### config.mk
export PLATFORM = sky130hd
export DESIGN_NAME = framed_decimal_command_parser_top
export DESIGN_NICKNAME = d
export VERILOG_FILES = /design/src/rtl/fdcp_pkg.sv /design/src/rtl/fdcp_front.sv /design/src/rtl/fdcp_queue.sv /design/src/rtl/fdcp_back.sv /design/src/rtl/framed_decimal_command_parser_top.sv
export SDC_FILE = /design/constraint.sdc
export NUM_CORES = 1
export LEC_CHECK = 0
export ABC_AREA = 1
export BUFFER_PORTS_ARGS = -buffer_cell sky130_fd_sc_hd__buf_2
export CAP_MARGIN = 20
export CORE_ASPECT_RATIO = 0.7
export CORE_MARGIN = 2
export CORE_UTILIZATION = 50
export CTS_CLUSTER_DIAMETER = 50
export DETAILED_ROUTE_END_ITERATION = 7
export GPL_TIMING_DRIVEN = 0
export PLACE_DENSITY = 0.73
export SLEW_MARGIN = 25
export SYNTH_ARGS = -nofsm -noshare
export SYNTH_HDL_FRONTEND = slang
export SYNTH_SLANG_ARGS = --single-unit
### constraint.sdc
create_clock -name clk_i -period 4.7 [get_ports clk_i]
set_clock_uncertainty 0.2 [all_clocks]
set_input_delay 0.94 -clock clk_i [delete_from_list [all_inputs] [get_ports clk_i]]
set_output_delay 0.94 -clock clk_i [all_outputs]
set_load 0.1 [all_outputs]
### src/rtl/fdcp_pkg.sv
// Package for the framed decimal command parser.
// Shared types, configuration register indexes and byte codes; no dependencies.
package fdcp_pkg;

  localparam int unsigned NumFields = 4;
  localparam int unsigned QDepth    = 4;
  localparam int unsigned QAw       = $clog2(QDepth);

  localparam logic [7:0] CharMinus = 8'h2D;
  localparam logic [7:0] CharZero  = 8'h30;
  localparam logic [7:0] CharNine  = 8'h39;

  localparam logic [2:0] RegStartByte      = 3'd0;
  localparam logic [2:0] RegEndByte        = 3'd1;
  localparam logic [2:0] RegFrameLimit     = 3'd2;
  localparam logic [2:0] RegDeviceTypeLow  = 3'd3;
  localparam logic [2:0] RegDeviceTypeHigh = 3'd4;
  localparam logic [2:0] RegSimpleTypeLow  = 3'd5;
  localparam logic [2:0] RegSimpleTypeHigh = 3'd6;
  localparam logic [2:0] RegResponseType   = 3'd7;

  typedef struct packed {
    logic [7:0]  start_byte;
    logic [7:0]  end_byte;
    logic [10:0] frame_limit;
    logic [7:0]  device_type_low;
    logic [7:0]  device_type_high;
    logic [7:0]  simple_type_low;
    logic [7:0]  simple_type_high;
    logic [7:0]  response_type;
  } cfg_t;

  typedef struct packed {
    logic       is_start;
    logic       is_end;
    logic       is_digit;
    logic       is_minus;
    logic [3:0] digit;
  } item_t;

  typedef struct packed {
    logic        is_error;
    logic [7:0]  cmd_type;
    logic [15:0] cmd_id;
    logic [15:0] device_id;
    logic [31:0] cmd_value;
  } result_t;

endpackage

### src/rtl/fdcp_front.sv
// Front stage: registers each received byte and classifies it against the
// start/end codes and the digit and minus characters. Depends on fdcp_pkg.
module fdcp_front (
  input  logic           clk_i,
  input  logic           rst_ni,
  input  fdcp_pkg::cfg_t cfg_i,
  input  logic           in_valid_i,
  output logic           in_ready_o,
  input  logic [7:0]     in_byte_i,
  output logic           out_valid_o,
  input  logic           out_ready_i,
  output fdcp_pkg::item_t out_item_o
);

  logic            valid_q, valid_d;
  fdcp_pkg::item_t item_q, item_d;
  logic [3:0]      sub;

  assign in_ready_o  = !valid_q || out_ready_i;
  assign out_valid_o = valid_q;
  assign out_item_o  = item_q;
  assign sub         = in_byte_i[3:0] - fdcp_pkg::CharZero[3:0];

  always_comb begin
    item_d.is_start = (in_byte_i == cfg_i.start_byte);
    item_d.is_end   = (in_byte_i == cfg_i.end_byte);
    item_d.is_digit = (in_byte_i >= fdcp_pkg::CharZero) && (in_byte_i <= fdcp_pkg::CharNine);
    item_d.is_minus = (in_byte_i == fdcp_pkg::CharMinus);
    item_d.digit    = sub;
    valid_d = valid_q;
    if (in_ready_o) begin
      valid_d = in_valid_i;
    end
  end

  always_ff @(posedge clk_i or negedge rst_ni) begin
    if (!rst_ni) begin
      valid_q <= 1'b0;
    end else begin
      valid_q <= valid_d;
    end
  end

  always_ff @(posedge clk_i) begin
    if (in_ready_o && in_valid_i) begin
      item_q <= item_d;
    end
  end

endmodule

### src/rtl/fdcp_queue.sv
// Short flop queue of classified items between the front and back stages.
// Depends on fdcp_pkg.
module fdcp_queue (
  input  logic            clk_i,
  input  logic            rst_ni,
  input  logic            push_valid_i,
  output logic            push_ready_o,
  input  fdcp_pkg::item_t push_item_i,
  output logic            pop_valid_o,
  input  logic            pop_ready_i,
  output fdcp_pkg::item_t pop_item_o
);

  fdcp_pkg::item_t                 mem_q [fdcp_pkg::QDepth];
  logic [fdcp_pkg::QAw-1:0]        wr_ptr_q, wr_ptr_d, rd_ptr_q, rd_ptr_d;
  logic [fdcp_pkg::QAw:0]          count_q, count_d;
  logic                            push, pop;

  assign push_ready_o = (count_q != (fdcp_pkg::QAw+1)'(fdcp_pkg::QDepth));
  assign pop_valid_o  = (count_q != '0);
  assign pop_item_o   = mem_q[rd_ptr_q];
  assign push         = push_valid_i && push_ready_o;
  assign pop          = pop_valid_o && pop_ready_i;

  always_comb begin
    wr_ptr_d = wr_ptr_q;
    rd_ptr_d = rd_ptr_q;
    count_d  = count_q;
    if (push) begin
      wr_ptr_d = wr_ptr_q + 1'b1;
    end
    if (pop) begin
      rd_ptr_d = rd_ptr_q + 1'b1;
    end
    if (push && !pop) begin
      count_d = count_q + 1'b1;
    end else if (pop && !push) begin
      count_d = count_q - 1'b1;
    end
  end

  always_ff @(posedge clk_i or negedge rst_ni) begin
    if (!rst_ni) begin
      wr_ptr_q <= '0;
      rd_ptr_q <= '0;
      count_q  <= '0;
    end else begin
      wr_ptr_q <= wr_ptr_d;
      rd_ptr_q <= rd_ptr_d;
      count_q  <= count_d;
    end
  end

  always_ff @(posedge clk_i) begin
    if (push) begin
      mem_q[wr_ptr_q] <= push_item_i;
    end
  end

endmodule

### src/rtl/fdcp_back.sv
// Back stage: frame state, number accumulation and result formation, with an
// output register toward the result channel. Depends on fdcp_pkg.
module fdcp_back (
  input  logic             clk_i,
  input  logic             rst_ni,
  input  fdcp_pkg::cfg_t   cfg_i,
  input  logic             in_valid_i,
  output logic             in_ready_o,
  input  fdcp_pkg::item_t  in_item_i,
  output logic             out_valid_o,
  input  logic             out_ready_i,
  output fdcp_pkg::result_t out_result_o
);

  logic              in_frame_q, in_frame_d;
  logic [10:0]       byte_count_q, byte_count_d;
  logic [2:0]        field_index_q, field_index_d;
  logic              in_number_q, in_number_d;
  logic              is_negative_q, is_negative_d;
  logic [31:0]       acc_q, acc_d;
  logic [31:0]       fields_q [fdcp_pkg::NumFields];
  logic [31:0]       fields_d [fdcp_pkg::NumFields];
  logic [31:0]       fin [fdcp_pkg::NumFields];
  logic [2:0]        fin_index;
  logic [31:0]       number;
  logic [31:0]       acc_base;
  logic              out_valid_q, out_valid_d;
  fdcp_pkg::result_t result_q, result_d;
  logic              take;
  logic [7:0]        ftype;

  assign in_ready_o   = !out_valid_q || out_ready_i;
  assign take         = in_valid_i && in_ready_o;
  assign out_valid_o  = out_valid_q;
  assign out_result_o = result_q;
  assign number       = is_negative_q ? (32'd0 - acc_q) : acc_q;
  assign ftype        = fin[0][7:0];
  assign acc_base     = in_number_q ? acc_q : 32'd0;

  // Fields after closing the number in progress.
  always_comb begin
    for (int i = 0; i < fdcp_pkg::NumFields; i++) begin
      fin[i] = fields_q[i];
      if (in_number_q && field_index_q == 3'(i)) begin
        fin[i] = number;
      end
    end
    fin_index = field_index_q;
    if (in_number_q && field_index_q < 3'(fdcp_pkg::NumFields)) begin
      fin_index = field_index_q + 3'd1;
    end
  end

  always_comb begin
    in_frame_d    = in_frame_q;
    byte_count_d  = byte_count_q;
    field_index_d = field_index_q;
    in_number_d   = in_number_q;
    is_negative_d = is_negative_q;
    acc_d         = acc_q;
    fields_d      = fields_q;
    out_valid_d   = out_valid_q && !out_ready_i;
    result_d      = result_q;

    if (take) begin
      if (in_frame_q == 1'b0 && in_item_i.is_start) begin
        in_frame_d    = 1'b1;
        byte_count_d  = '0;
        field_index_d = '0;
        in_number_d   = 1'b0;
        is_negative_d = 1'b0;
        acc_d         = '0;
        for (int i = 0; i < fdcp_pkg::NumFields; i++) fields_d[i] = '0;
      end else if (in_item_i.is_end) begin
        out_valid_d        = 1'b1;
        result_d.is_error  = 1'b0;
        result_d.cmd_type  = ftype;
        result_d.cmd_id    = fin[1][15:0];
        result_d.device_id = '0;
        result_d.cmd_value = '0;
        if (ftype >= cfg_i.device_type_low && ftype <= cfg_i.device_type_high) begin
          result_d.device_id = fin[2][15:0];
          result_d.cmd_value = fin[3];
        end else if (ftype >= cfg_i.simple_type_low && ftype <= cfg_i.simple_type_high) begin
          result_d.cmd_value = fin[2];
        end
        in_frame_d    = 1'b0;
        byte_count_d  = '0;
        field_index_d = '0;
        in_number_d   = 1'b0;
        is_negative_d = 1'b0;
        acc_d         = '0;
        for (int i = 0; i < fdcp_pkg::NumFields; i++) fields_d[i] = '0;
      end else if (in_frame_q) begin
        if (byte_count_q >= cfg_i.frame_limit) begin
          out_valid_d        = 1'b1;
          result_d.is_error  = 1'b1;
          result_d.cmd_type  = cfg_i.response_type;
          result_d.cmd_id    = '0;
          result_d.device_id = '0;
          result_d.cmd_value = '0;
        end else begin
          byte_count_d = byte_count_q + 11'd1;
          if (in_item_i.is_digit) begin
            in_number_d = 1'b1;
            if (!in_number_q) begin
              is_negative_d = 1'b0;
            end
            acc_d = (acc_base << 3) + (acc_base << 1) + {28'd0, in_item_i.digit};
          end else begin
            fields_d      = fin;
            field_index_d = fin_index;
            in_number_d   = in_item_i.is_minus;
            is_negative_d = in_item_i.is_minus;
            acc_d         = '0;
          end
        end
      end
    end
  end

  always_ff @(posedge clk_i or negedge rst_ni) begin
    if (!rst_ni) begin
      in_frame_q    <= 1'b0;
      byte_count_q  <= '0;
      field_index_q <= '0;
      in_number_q   <= 1'b0;
      is_negative_q <= 1'b0;
      acc_q         <= '0;
      for (int i = 0; i < fdcp_pkg::NumFields; i++) fields_q[i] <= '0;
      out_valid_q   <= 1'b0;
    end else begin
      in_frame_q    <= in_frame_d;
      byte_count_q  <= byte_count_d;
      field_index_q <= field_index_d;
      in_number_q   <= in_number_d;
      is_negative_q <= is_negative_d;
      acc_q         <= acc_d;
      fields_q      <= fields_d;
      out_valid_q   <= out_valid_d;
    end
  end

  always_ff @(posedge clk_i) begin
    result_q <= result_d;
  end

endmodule

### src/rtl/framed_decimal_command_parser_top.sv
// Framed decimal command parser, top level.
// Holds the configuration registers and joins fdcp_front, fdcp_queue and
// fdcp_back; depends on fdcp_pkg.
//
// Usage:
//   s_axis carries one received byte per transaction in tdata[7:0].
//   m_axis carries one result per transaction: tuser is the overflow error
//   flag, tdata holds type, id, device id and value.
//   cfg writes register cfg_index_i with cfg_data_i; write only while idle.
// Path: a byte that yields a result passes the front register, the queue
//   and the back output register before m_axis_tvalid rises.
// Throughput: one byte per cycle while m_axis_tready does not hold the
//   output register; the back stage updates the number accumulator
//   (times-ten add) and frame state for each byte.
// Reset: outside any frame, all numbers zero, queue empty, configuration at
//   start 59, end 13, limit 64, device class 0..255, simple class 0..0,
//   response type 0.
// Stall: while m_axis_tready is low the output register holds; the queue
//   and front register absorb up to five bytes before s_axis_tready drops.
module framed_decimal_command_parser_top (
  input  logic        clk_i,
  input  logic        rst_ni,
  input  logic        s_axis_tvalid,
  output logic        s_axis_tready,
  input  logic [7:0]  s_axis_tdata,   // [7:0] rx_byte
  output logic        m_axis_tvalid,
  input  logic        m_axis_tready,
  output logic [71:0] m_axis_tdata,   // [7:0] cmd_type, [23:8] cmd_id,
                                      // [39:24] device_id, [71:40] cmd_value
  output logic        m_axis_tuser,   // [0] is_error
  input  logic        cfg_valid_i,
  output logic        cfg_ready_o,
  input  logic [2:0]  cfg_index_i,
  input  logic [10:0] cfg_data_i
);

  fdcp_pkg::cfg_t    cfg_q;
  fdcp_pkg::item_t   front_item, queue_item;
  fdcp_pkg::result_t result;
  logic              front_valid, front_ready, queue_valid, queue_ready;

  assign cfg_ready_o = 1'b1;

  always_ff @(posedge clk_i or negedge rst_ni) begin
    if (!rst_ni) begin
      cfg_q.start_byte       <= 8'd59;
      cfg_q.end_byte         <= 8'd13;
      cfg_q.frame_limit      <= 11'd64;
      cfg_q.device_type_low  <= 8'd0;
      cfg_q.device_type_high <= 8'd255;
      cfg_q.simple_type_low  <= 8'd0;
      cfg_q.simple_type_high <= 8'd0;
      cfg_q.response_type    <= 8'd0;
    end else if (cfg_valid_i) begin
      case (cfg_index_i)
        fdcp_pkg::RegStartByte:      cfg_q.start_byte       <= cfg_data_i[7:0];
        fdcp_pkg::RegEndByte:        cfg_q.end_byte         <= cfg_data_i[7:0];
        fdcp_pkg::RegFrameLimit:     cfg_q.frame_limit      <= cfg_data_i;
        fdcp_pkg::RegDeviceTypeLow:  cfg_q.device_type_low  <= cfg_data_i[7:0];
        fdcp_pkg::RegDeviceTypeHigh: cfg_q.device_type_high <= cfg_data_i[7:0];
        fdcp_pkg::RegSimpleTypeLow:  cfg_q.simple_type_low  <= cfg_data_i[7:0];
        fdcp_pkg::RegSimpleTypeHigh: cfg_q.simple_type_high <= cfg_data_i[7:0];
        fdcp_pkg::RegResponseType:   cfg_q.response_type    <= cfg_data_i[7:0];
        default: ;
      endcase
    end
  end

  fdcp_front u_front (
    .clk_i       (clk_i),
    .rst_ni      (rst_ni),
    .cfg_i       (cfg_q),
    .in_valid_i  (s_axis_tvalid),
    .in_ready_o  (s_axis_tready),
    .in_byte_i   (s_axis_tdata),
    .out_valid_o (front_valid),
    .out_ready_i (front_ready),
    .out_item_o  (front_item)
  );

  fdcp_queue u_queue (
    .clk_i        (clk_i),
    .rst_ni       (rst_ni),
    .push_valid_i (front_valid),
    .push_ready_o (front_ready),
    .push_item_i  (front_item),
    .pop_valid_o  (queue_valid),
    .pop_ready_i  (queue_ready),
    .pop_item_o   (queue_item)
  );

  fdcp_back u_back (
    .clk_i        (clk_i),
    .rst_ni       (rst_ni),
    .cfg_i        (cfg_q),
    .in_valid_i   (queue_valid),
    .in_ready_o   (queue_ready),
    .in_item_i    (queue_item),
    .out_valid_o  (m_axis_tvalid),
    .out_ready_i  (m_axis_tready),
    .out_result_o (result)
  );

  assign m_axis_tuser = result.is_error;
  assign m_axis_tdata = {result.cmd_value, result.device_id, result.cmd_id, result.cmd_type};

endmodule

After elaboration in Yosys (flattened, before gate mapping)
Memories as Yosys holds them, arrays and structs flattened.
Cells that the tools add are included.
Word-level totals
  register bits: 294
  latch bits: 0
  memory bits (writable): 32
  ROM bits: 0
  bits of input ports: 27
  output and inout bits: 76
  logic and storage cells: 169
  memories kept: 1
Cells by class
  $add $sub $neg: 9
  $mul: 0
  divide/modulo/power cells: 0
  magnitude comparators: 8
  equality and inequality tests: 17
  shift operators: 0
  multiplexer cells: 54
  bitwise operators: 2
  reduce and logical (&&, ||, !) cells: 45
Memory list
  u_queue.mem_q: depth 4, width 8, read ports 1, clocked after Yosys merged registers in 0, wr ports 1, line fdcp_queue.sv:14  | fdcp_pkg::item_t mem_q [fdcp_pkg::QDepth];
Operators with widths (number)
  104-bit two-way mux: 5
  32-bit two-way mux: 11
  73-bit two-way mux: 2
  72-bit two-way mux: 1
  11-bit two-way mux: 4
  32-bit adder: 1
  32-bit by 4-bit adder with 32-bit output: 1
  1-bit by 32-bit subtractor with 32-bit output (first input constant): 1
  31-bit two-way mux: 1
  3-bit two-way mux: 8
  1-bit two-way mux: 20
  2-bit AND reduction: 9
  8-bit equality test: 2
  8-bit >= comparator: 2
  8-bit <= comparator: 2
  16-bit two-way mux: 1
  1-bit logical AND: 15
  3-bit by 2-bit equality test with 1-bit output (second input constant): 4
  3-bit equality test (second input constant): 4
  4-bit AND reduction: 3
  11-bit by 1-bit adder with 11-bit output (second input constant): 1
  11-bit >= comparator: 1
  3-bit nonzero test: 3
  8-bit by 6-bit equality test with 1-bit output (second input constant): 1
  other kinds (19): 32

Longest topological paths before layout
Gate-level depths: netlist of the first run.
  depth after elaboration: 8
  depth in mapped cells: 22
  mapped depth without buffers: 20

Cells and area by module
Synthesis of the first run repeated with hierarchy kept, for this count alone.
Second synthesis, totals
  cell total of the unflattened synthesis: 2558
  area total of the unflattened synthesis: 19459.9 µm²
Modules (own cells, without submodules)
  fdcp_back: instances 1, cells each 1987, area each 14315.0 µm², sequential area each 5645.4 µm²
  framed_decimal_command_parser_top: instances 1, cells each 312, area each 2772.7 µm², sequential area each 1697.9 µm²
  fdcp_queue: instances 1, cells each 152, area each 1731.7 µm², sequential area each 1136.1 µm²
  fdcp_front: instances 1, cells each 107, area each 640.6 µm², sequential area each 265.3 µm²

Worst setup path after synthesis of the first run
No wires, ideal clock.
  path type: input-to-reg
  from: input m_axis_tready
  to: register u_back.result_q, in the netlist u_back.out_result_o[0], enable pin
  library setup time: 433 ps
  arrival time: 2944 ps
  required time: 4067 ps
  setup slack: 1123 ps
  stages: 6
  buffers on the path: 0
  path through: inv_1 nand2_1 nand2_2 nor2_2 nand2_1 nand2_1
On the way
  longest elaborated chain between the ends: 3
RTL lines
  start: declaration: line framed_decimal_command_parser_top.sv:27  | input logic m_axis_tready,
  1-bit logical OR: line fdcp_back.sv:32  | assign in_ready_o = !out_valid_q || out_ready_i;
  1-bit logical AND: line fdcp_back.sv:33  | assign take = in_valid_i && in_ready_o;
  4-bit AND reduction (no source line)
  end signal: assignment: line fdcp_back.sv:145  | result_q <= result_d;
  end: declaration: line fdcp_back.sv:28  | fdcp_pkg::result_t result_q, result_d;
Every way passes these cells.
A chain may end at the register's enable or synchronous reset.

Final worst setup path of the first run
  from: register u_back.acc_q[0]
  to: register u_back.result_q, in the netlist u_back.out_result_o[18] (data pin)
On the way
  longest elaborated chain between the ends: 8
  elaborated cells between the ends (all ways): 14
  those cells by class: 1 x add/sub; 4 x order compare; 7 x mux; 2 x reduce/logical
RTL lines
  start: declaration: line fdcp_back.sv:20  | logic [31:0] acc_q, acc_d;
  start signal: assignment: line fdcp_back.sv:129  | acc_q <= '0;
  start signal: assignment: line fdcp_back.sv:138  | acc_q <= acc_d;
  1-bit by 32-bit subtractor with 32-bit output: line fdcp_back.sv:36  | assign number = is_negative_q ? (32'd0 - acc_q) : acc_q;
  32-bit two-way mux *: line fdcp_back.sv:36
  8-bit two-way mux: line fdcp_back.sv:44  | if (in_number_q && field_index_q == 3'(i)) begin
  8-bit >= comparator or 8-bit <= comparator (tied branches): line fdcp_back.sv:84  | end else if (ftype >= cfg_i.simple_type_low && ftype <= cfg_i.simple_type_high) begin
  1-bit logical AND: line fdcp_back.sv:84
  32-bit two-way mux: line fdcp_back.sv:84
  32-bit two-way mux *: line fdcp_back.sv:81  | if (ftype >= cfg_i.device_type_low && ftype <= cfg_i.device_type_high) begin
  72-bit two-way mux *: line fdcp_back.sv:74  | end else if (in_item_i.is_end) begin
Mark *: on every way between the ends. The rest lies on a longest branch, timed or not.

==> results of run 1 <==
## registers in the layout, summed over array words and instances (netlist names), 8 cells and up
name	flops
cfg_q	67
u_back.out_result_o	73
u_back.fields_q	88
u_back.acc_q	32
u_queue.mem_q	32
u_back.byte_count_q	11
u_front.out_item_o	8
## routing by layer
metal | up-vias | GRT usage
li1 | 8001 | -
met1 | 7983 | 0.384
met2 | 686 | 0.415
met3 | 102 | 0.0507
met4 | 2 | 0.0770
met5 | - | 0
## worst paths after layout
kind / startpoint / end / slack, ps / cells past startpoint
max: u_back.acc_q[0]$_DFFE_PN0P_ / u_back.out_result_o[18]$_SDFFCE_PN0P_ / 240 / 17
min: rst_ni / u_back.fields_q[21]$_DFFE_PN0P_ / 120 / 1
max reg2reg: u_back.acc_q[0]$_DFFE_PN0P_ / u_back.out_result_o[18]$_SDFFCE_PN0P_ / 240 / 17
min reg2reg: u_back.fields_q[31]$_DFFE_PN0P_ / u_back.fields_q[31]$_DFFE_PN0P_ / 280 / 2
max in group asynchronous: rst_ni / cfg_q[63]$_DFFE_PN1P_ / 2950 / 3
min in group clk_i: u_back.fields_q[31]$_DFFE_PN0P_ / u_back.fields_q[31]$_DFFE_PN0P_ / 280 / 2
## layout make-up
cell class,instances,area share
Buffer,76,0.0195
Sequential cell,326,0.414
Tap cell,488,0.0289
Inverter,285,0.0510
Timing Repair Buffer,104,0.0279
Clock buffer,47,0.0461
Clock inverter,19,0.00687
Multi-Input combinational cell,1693,0.406
## critical path, cell delays in order, from the launching register on
cell,delay (ps)
dfrtp_1,400
inv_1,250
nand3_1,200
nor2_1,470
o21ai_0,150
nand2_1,270
o21ai_1,310
ha_1,420
nand2_1,80
nor2_1,140
nand4_1,90
nand2_1,110
nand2_1,190
inv_1,110
buf_2,290
clkbuf_2,340
nand3_1,120
nand2_1,130
## through the flow
stage	power [mW]	cell area [um^2]	TNS, ps	hold slack, ps	util
2_1_floorplan	8.99	18800	0	242	-
3_3_place_gp	10.5	19900	-254210	254	0.536
3_5_place_dp	10.6	20000	0	265	0.539
4_1_cts	13.4	21100	0	112	0.569
5_1_grt	14.0	21100	0	121	0.569
6_report	13.4	21100	0	117	0.569
## power groups by stage
stage | sequential [mW] | combinational, mW | clock [mW]
3_5_place_dp | 3.97 | 6.67 | 0
5_1_grt | 3.99 | 7.20 | 2.86
3_3_place_gp | 4.01 | 6.49 | 0
6_report | 3.93 | 6.80 | 2.69
2_1_floorplan | 6.32 | 2.67 | 0
4_1_cts | 3.93 | 6.71 | 2.72
## cells by family (layout without fill, tap and decap cells)
kind of cell             Yosys count  after routing  share of synthesized area
AND/OR/NAND/NOR                 1224           1224                      0.271
buffers and inverters            361            531                     0.0791
flip-flops                       326            326                      0.465
AO/OA/AOI/OAI                    311            311                     0.0874
adder cells (fa/ha/maj)          116            116                     0.0784
XOR/XNOR                          39             39                     0.0182
multiplexers                       2              2                    0.00106
other                              1              1                   0.000199
## cell usage in the layout (no fill, tap or decap), drive strengths merged, types with 62 or more instances in the layout
master,count
buf,147
nor2,179
inv,285
a21oi,62
nand2,793
clkbuf,80
dfrtp,196
ha,113
o21ai,213
edfxtp,113
nand3,169
==> run summary, run 1 <==
DRT met1 WL = 23.8 mm
Largest cells by area after synthesis = dfrtp_1, edfxtp_1, nand2_1
Drt wl/cell = 17.2 um
# Max-Cap Violations = 0
Met2 Wirelength = 22.7 mm
Yosys reg bits = 326
Post-synth top flop = dfrtp_1
Critical Path End Type = flip-flop
Clock network power share = 0.201
GRT overflow = 0
Final ANT Viol Nets = 0
Tcrit/Tclk final = 0.949
Hold-fix buffer count after cts = 0
H-tree level count = 2
Fin crit period = 4460 ps
Yosys cell types = 48
Sinks on Clock Net = 326
Port Buffer Count = 101
HP Class = in -> async
Worst path required time = 4880 ps
Setup violations, final = 0
Die X = 236 um
Pre-CTS setup slack = 162 ps
RSZ-0062 raised after global routing = no
Worst setup SP type = flip-flop
Ant diodes = 0
I/O pin count = 103
Fill count = 3357
Initial antenna violation count = 1
Register area = 0.00874 mm^2
Worst Tran Pin Value = 959 ps
Multi-input gate area = 0.00858 mm^2
Reg power frac = 0.293
P_leak = 10.7 nW
Cell Pwr Density = 635 mW/mm^2
Largest net degree at the start of global routing = 88
Post-synthesis instance area = 0.0188 mm^2
Setup repair bufs after CTS = 0
CP Max Fanout = 10
VDD IR max = 646 uV
Core Area = 0.0371 mm^2
Sequential-to-total area share from yosys stat = 0.465
Area delta synth->final = 12.4%
Relative slew slack = 0.354
Post-Syn Nets = 2523
Cell-internal power = 6.45 mW
DR iter-0 viols = 1597
Status = complete, no violations
Layout cells sized above 1 = 0.104
Vias in the first global route = 15990
Clock Latency Late Sink = 540 ps
Global-route wire length before repair = 84.0 mm
Drt pass-1 iters = 5
Synthesized area per cell = 7.90 um^2
CTS Buffer Depth = 3
PnR worst setup slack = 237 ps
CP Data Arrival Time = 4640 ps
Cell with the most instances after synthesis = nand2_1
Slew Limit Fails = 0
Root buffer cell = clkbuf_16
Switch share = 0.519
WS Path Type = reg -> reg
Dpl cells = 2972
DP HPWL = 38.9 mm
Switching power total = 6.97 mW
Row count = 59
Routed wl met3 = 4.28 mm
Post-synth top cells = nand2_1, inv_1, dfrtp_1, nor2_1, nand3_1
EDFF count, synth = 113
Final Hold Vio Count = 0
Routability cong. = 0.963
Via count = 16774
Reg clk slew, reported paths = 70 ps
Full die area = 0.0392 mm^2
Routed wire length = 52.2 mm
Nets = 2665
Synth area leader = dfrtp_1
Initial Utilization = 0.506
Synth warnings = 0
Yosys top cell area share = 0.261
Number of remaining DRC errors = 0
Chip height = 166 um
Fmax = 224 MHz
CTS tree = done
Top sig layer = met5
GRT Total Usage = 0.268
Fin cells = 3038
Combinational Power Share = 0.507
Vias per cell = 5.52
CTS buffer count = 36
Post-CTS Resized = 0
Post-Syn Instances = 2380
Ys async rst share = 0.653
Power figures use the tool's default switching activity.
==> run 2: changes to the inputs <==
Settings changed: PLACE_DENSITY 0.73 to 0.65.
==> run 2 against run 1 <==
Net effect: register-to-register slack got worse by 50 ps; die area stayed put; utilization up 0.21 points; via count fell by 1.9%; fmax is 1.0% lower; design area rose by 0.37%; flip-flop and latch count unchanged.
==> run summary, run 2 (same netlist as run 1, synthesis figures left out) <==
Status = complete, no violations
Commonest non-fill, non-tap cell in the layout = nand2_1
Sinks on Clock Net = 326 (unchanged)
M2 GR Usage = 0.397 (-0.0180)
Chip height = 166 um (unchanged)
Drt wl/cell = 17.4 um (+1.3%)
Setup total negative slack = 0 ps (unchanged)
Relative slew slack = 0.268 (-0.0866)
Nets = 2666 (+0.038%)
Global-route wire length before repair = 85.2 mm (+1.4%)
WS Path Type = reg -> reg
Worst path required time = 4900 ps (+20 ps)
Tcrit/Tclk final = 0.959 (+0.00988)
Max reg flops = 88 (unchanged)
HP Class = in -> async
Area delta synth->final = 12.8%
Full die area = 0.0392 mm^2 (unchanged)
Root buffer cell = clkbuf_16
Worst setup SP type = flip-flop
Core Area = 0.0371 mm^2 (unchanged)
Total power = 13.6 mW (+1.7%)
Drt pass-1 iters = 6 (+1)
Cell Pwr Density = 643 mW/mm^2 (+1.4%)
Via count = 16454 (-1.9%)
Critical Path End Type = flip-flop
GRT overflow = 0 (unchanged)
P_leak = 10.7 nW (+0.30%)
CP Max Fanout = 10 (unchanged)
Vias per cell = 5.41 (-2.0%)
Met3 usage = 0.0587 (+0.00798)
VDD IR max = 615 uV (-4.7%)
Initial antenna violation count = 0 (-1)
CP Data Arrival Time = 4710 ps (+70 ps)
Fin cells = 3040 (+0.066%)
GRT Total Usage = 0.274 (+0.00639)
RSZ-0062 raised after global routing = no
Worst Tran Pin Value = 1090 ps (+129 ps)
Routability cong. = 0.942 (-2.2%)
CTS tree = done
Fmax = 222 MHz (-1.0%)
I/O pin count = 103 (unchanged)
Setup repair bufs after CTS = 0 (unchanged)
Largest net degree at the start of global routing = 90 (+2.3%)
Largest register by flop count = u_back.fields_q
Dpl cells = 2972 (unchanged)
CTS buffer count = 37 (+2.8%)
DR iter-0 viols = 1553 (-2.8%)
Setup violations, final = 0 (unchanged)
Layout cells sized above 1 = 0.105 (+0.00114)
CTS Buffer Depth = 3 (unchanged)
Port Buffer Count = 101 (unchanged)
# Max-Cap Violations = 0 (unchanged)
Final Hold Vio Count = 0 (unchanged)
Commonest cells after routing, fill and taps aside = nand2_1, inv_1, dfrtp_1
Fin crit period = 4510 ps (+46.4 ps)
Final ANT Viol Nets = 0 (unchanged)
Reg clk slew, reported paths = 60 ps (about the same)
H-tree level count = 2 (unchanged)
DP HPWL = 39.9 mm (+2.5%)
Routed wire length = 52.9 mm (+1.3%)
Vias in the first global route = 15766 (-1.4%)
Clock Latency Late Sink = 550 ps (about the same)
Die X = 236 um (unchanged)
Met1 usage = 0.415 (+0.0317)
Slew Limit Fails = 0 (unchanged)
GRT Max-Usage Layer = met1
Initial Utilization = 0.506 (unchanged)
Row count = 59 (unchanged)
Number of remaining DRC errors = 0 (unchanged)
## run 2: critical path, stage by stage, from the launching register on
cell and delay [ps]:
dfrtp_1 400, inv_1 300, ha_1 250, nand2_1 120, inv_1 90, nand2_1 50, nand2_1 60, xor2_1 510
nand2_1 90, o21ai_1 450, ha_1 370, nand2_1 90, a21oi_1 40, nor2_1 100, nand3_1 200, a21oi_2 400
clkbuf_2 360, nand4_1 160, nand2_1 120
## run 2: what timing repair did
action,in CTS,in global routing
hold buffers,0,0
endpoints found under the setup margin,0,21
resized for setup,0,5
## run 2: power breakdown
group          total (mW)  leakage [nW]  internal (mW)  switching, mW
Clock                2.85         0.570           1.62           1.23
Combinational        6.87          6.24           1.27           5.60
Sequential           3.92          3.90           3.70          0.224
Total                13.6          10.7           6.59           7.06
## run 2: layout make-up
| class | count | area (um^2) |
|---|---|---|
| antenna | 1 | 2.50 |
| buffer | 76 | 413 |
| timing repair buffer | 104 | 598 |
| fill | 3448 | 15900 |
| clock buffer | 50 | 1040 |
| sequential | 326 | 8740 |
| multi-input combinational | 1693 | 8580 |
| clock inverter | 17 | 154 |
| tap | 488 | 611 |
| inverter | 285 | 1080 |
## run 2: metal layers
layer,share of wire,up-vias
li1,-,8007
met1,0.48,7821
met2,0.41,539
met3,0.082,87
met4,0.022,0
met5,0,-
## run 2: path summary, 6_finish.rpt
check	start	slack (ps)	endpoint	cells past startpoint
max reg2reg	u_back.acc_q[0]$_DFFE_PN0P_	190	u_back.out_result_o[30]$_SDFFCE_PN0P_	18
min	rst_ni	100	u_queue.rd_ptr_q[1]$_DFFE_PN0P_	1
min in group clk_i	u_back.fields_q[62]$_DFFE_PN0P_	280	u_back.fields_q[62]$_DFFE_PN0P_	2
min reg2reg	u_back.fields_q[62]$_DFFE_PN0P_	280	u_back.fields_q[62]$_DFFE_PN0P_	2
max in group asynchronous	rst_ni	3400	cfg_q[31]$_DFFE_PN1P_	2
max	u_back.acc_q[0]$_DFFE_PN0P_	190	u_back.out_result_o[30]$_SDFFCE_PN0P_	18
## run 2: metrics by stage
| step | setup slack, ps | instance area [um^2] | hold WS [ps] | utilization |
|---|---|---|---|---|
| finish | 191 | 21200 | 99.0 | 0.571 |
| CTS | 98.5 | 21200 | 97.5 | 0.571 |
| global placement | -1530 | 19900 | 254 | 0.536 |
| detailed placement | 141 | 20000 | 258 | 0.539 |
| global route | 11.9 | 21200 | 115 | 0.571 |
| floorplan | 1120 | 18800 | 242 | - |
==> run 3: changes to the inputs <==
==> constraint.sdc (replaced) <==
create_clock -name clk_i -period 4.7 [get_ports clk_i]
set_clock_uncertainty 0.2 [all_clocks]
set_input_delay 0.235 -clock clk_i [delete_from_list [all_inputs] [get_ports clk_i]]
set_output_delay 0.235 -clock clk_i [all_outputs]
set_load 0.1 [all_outputs]
==> run 3 against run 2 <==
Net effect: total power is 0.30% higher; clock power hardly changed; utilization is 0.67 points higher; fmax is 0.23% higher; critical path depth is 1 higher; worst setup slack better by 11 ps; routed wire length is 0.75% higher; global-route usage is 0.16 points higher; via count is 0.60% higher; the run now ends with negative hold slack left; register-to-register slack hardly changed; count of clock-buffer cells in the layout stayed put.
==> run summary, run 3 (same netlist as run 1, synthesis figures left out) <==
Slowest-stage cell, CP = nor2_1
Clock Latency Late Sink = 550 ps (about the same)
Fin crit period = 4500 ps (-10.5 ps)
Sinks on Clock Net = 326 (unchanged)
Largest register by flop count = u_back.fields_q
Die X = 236 um (unchanged)
Final core occ = 0.578 (+0.00674)
Vias in the first global route = 15898 (+0.84%)
Via count = 16552 (+0.60%)
Crit path buffers/inverters = 5 (+2)
Multi-input gate area = 0.00858 mm^2 (unchanged)
Initial antenna violation count = 0 (unchanged)
Cell mode on critical path = nand2_1
Switching power total = 7.08 mW (+0.39%)
Final ANT Viol Nets = 0 (unchanged)
DR iter-0 viols = 1552 (-0.064%)
Setup total negative slack = 0 ps (unchanged)
Root buffer cell = clkbuf_16
Fmax = 222 MHz (+0.23%)
Fill count = 3431 (-0.49%)
Crit-path cells = inv_1, nand3_1, nor2_1, o21ai_0, nand2_1, o21ai_1, ha_1, nand2_1, inv_1, nor2_1, o21a_1, nand2_1, nand2_1, nand2_1, inv_1, buf_2, clkbuf_2, nand3_1, nand2_1
Slew Limit Fails = 0 (unchanged)
Failing checks = negative hold slack
Port Buffer Count = 101 (unchanged)
CTS buffer count = 37 (unchanged)
Chip height = 166 um (unchanged)
CTS Buffer Depth = 3 (unchanged)
Relative slew slack = 0.271 (+0.00344)
Setup repair bufs after CTS = 0 (unchanged)
Drt wl/cell = 17.4 um (about the same)
Vias per cell = 5.40 (-0.22%)
Global-route wire length before repair = 85.7 mm (+0.61%)
Worst setup SP type = flip-flop
CP Data Arrival Time = 4710 ps (about the same)
HP Class = in -> async
DP HPWL = 39.9 mm (unchanged)
Switch share = 0.518 (about the same)
GRT overflow = 0 (unchanged)
CP peak stage delay = 470 ps (-40 ps)
Number of remaining DRC errors = 0 (unchanged)
Full die area = 0.0392 mm^2 (unchanged)
Nets = 2691 (+0.94%)
Commonest cells after routing, fill and taps aside = nand2_1, inv_1, dfrtp_1
Initial Utilization = 0.506 (unchanged)
Row count = 59 (unchanged)
Reg power frac = 0.287 (about the same)
P_leak = 10.8 nW (+0.98%)
Drt pass-1 iters = 6 (unchanged)
CTS tree = done
Critical Path End Type = flip-flop
R2R depth = 19 (+1)
Worst Tran Pin Value = 1080 ps (-5.11 ps)
RSZ-0062 raised after global routing = no
Combinational Power Share = 0.505 (about the same)
VDD IR max = 662 uV (+7.6%)
Worst r2r dst = u_back.out_result_o[20]$_SDFFCE_PN0P_
Commonest non-fill, non-tap cell in the layout = nand2_1
Routed wire length = 53.3 mm (+0.75%)
I/O pin count = 103 (unchanged)
Max reg flops = 88 (unchanged)
R2R Setup Slk = 200 ps (about the same)
Cell-internal power = 6.60 mW (+0.20%)
Layout cells sized above 1 = 0.104 (-0.00102)
Clock network power share = 0.209 (about the same)
Tcrit/Tclk final = 0.957 (-0.00224)
WS Path Type = reg -> reg
CP Max Fanout = 10 (unchanged)
# Max-Cap Violations = 0 (unchanged)
Core Area = 0.0371 mm^2 (unchanged)
CP top delay family = simple AND/OR/NAND/NOR gates
Hold Slack = -11.8 ps (-111 ps)
R2R Path Start = u_back.acc_q[0]$_DFFE_PN0P_
Setup violations, final = 0 (unchanged)
Area delta synth->final = 14.2%
Register area = 0.00874 mm^2 (unchanged)
Status = finished, violations left
GRT Total Usage = 0.276 (+0.00158)
Routability cong. = 0.942 (unchanged)
Largest net degree at the start of global routing = 90 (unchanged)
H-tree level count = 2 (unchanged)
Worst path required time = 4910 ps (about the same)
Cell Pwr Density = 638 mW/mm^2 (-0.87%)
Reg clk slew, reported paths = 60 ps (about the same)
Final Hold Vio Count = 8 (+8)
## run 3: through the flow
| step | worst slack (ps) | total power [mW] | area (um^2) | instances |
|---|---|---|---|---|
| after floorplan | 1140 | 8.99 | 18800 | 2380 |
| after global placement | -829 | 10.7 | 19900 | 2969 |
| after detailed placement | 141 | 10.8 | 20000 | 2972 |
| after CTS | 98.5 | 13.7 | 21500 | 3064 |
| after global routing | 11.9 | 14.3 | 21500 | 3064 |
| final | 202 | 13.7 | 21500 | 3065 |
## run 3: layer usage
layer	vias up	GRT usage	share of wire
met2	555	0.402	0.41
met5	-	0	0
met3	89	0.0595	0.084
met4	0	0.0703	0.022
li1	8058	-	-
met1	7850	0.415	0.48
## run 3: worst max path at each step
stage	end	start	cells past startpoint
finish	u_back.out_result_o[20]$_SDFFCE_PN0P_	u_back.acc_q[0]$_DFFE_PN0P_	19
global route	u_back.out_result_o[30]$_SDFFCE_PN0P_	u_back.acc_q[0]$_DFFE_PN0P_	18
CTS	u_back.out_result_o[30]$_SDFFCE_PN0P_	u_back.acc_q[0]$_DFFE_PN0P_	18
detailed placement	u_back.out_result_o[30]$_SDFFCE_PN0P_	u_back.acc_q[0]$_DFFE_PN0P_	18
global placement	u_back.fields_q[77]$_DFFE_PN0P_	rst_ni	1
floorplan	u_back.out_result_o[0]$_SDFFCE_PN0P_	u_back.out_valid_o$_DFF_PN0_	5
## run 3: worst register-to-register path, stage by stage (launching register included)
cell	delay (ps)
dfrtp_1	400
inv_1	300
nand3_1	240
nor2_1	470
o21ai_0	140
nand2_1	300
o21ai_1	340
ha_1	410
nand2_1	60
inv_1	30
nor2_1	80
o21a_1	120
nand2_1	50
nand2_1	70
nand2_1	160
inv_1	110
buf_2	330
clkbuf_2	350
nand3_1	120
nand2_1	90
## run 3: what timing repair did
| item | 4_1_cts | 5_1_grt |
|---|---|---|
| hold buffers | 25 | 0 |
| gates resized for setup | 0 | 5 |
| hold endpoints to repair | 265 | 0 |
| setup endpoints to repair | 0 | 21 |
## run 3: layout make-up
type / instances / share of cell area
Sequential cell: 326 / 0.407
Multi-Input combinational cell: 1693 / 0.400
Inverter: 285 / 0.0502
Clock buffer: 50 / 0.0483
Timing Repair Buffer: 129 / 0.0395
Tap cell: 488 / 0.0284
Buffer: 76 / 0.0192
Clock inverter: 17 / 0.00717
Antenna cell: 1 / 0.000117
## run 3: power by group through the flow
stage / Combinational, mW / Sequential (mW) / Clock (mW)
2_1_floorplan: 2.67 / 6.32 / 0
3_3_place_gp: 6.67 / 4.01 / 0
3_5_place_dp: 6.79 / 3.97 / 0
4_1_cts: 6.83 / 3.93 / 2.90
5_1_grt: 7.31 / 3.99 / 3.02
6_report: 6.91 / 3.92 / 2.86
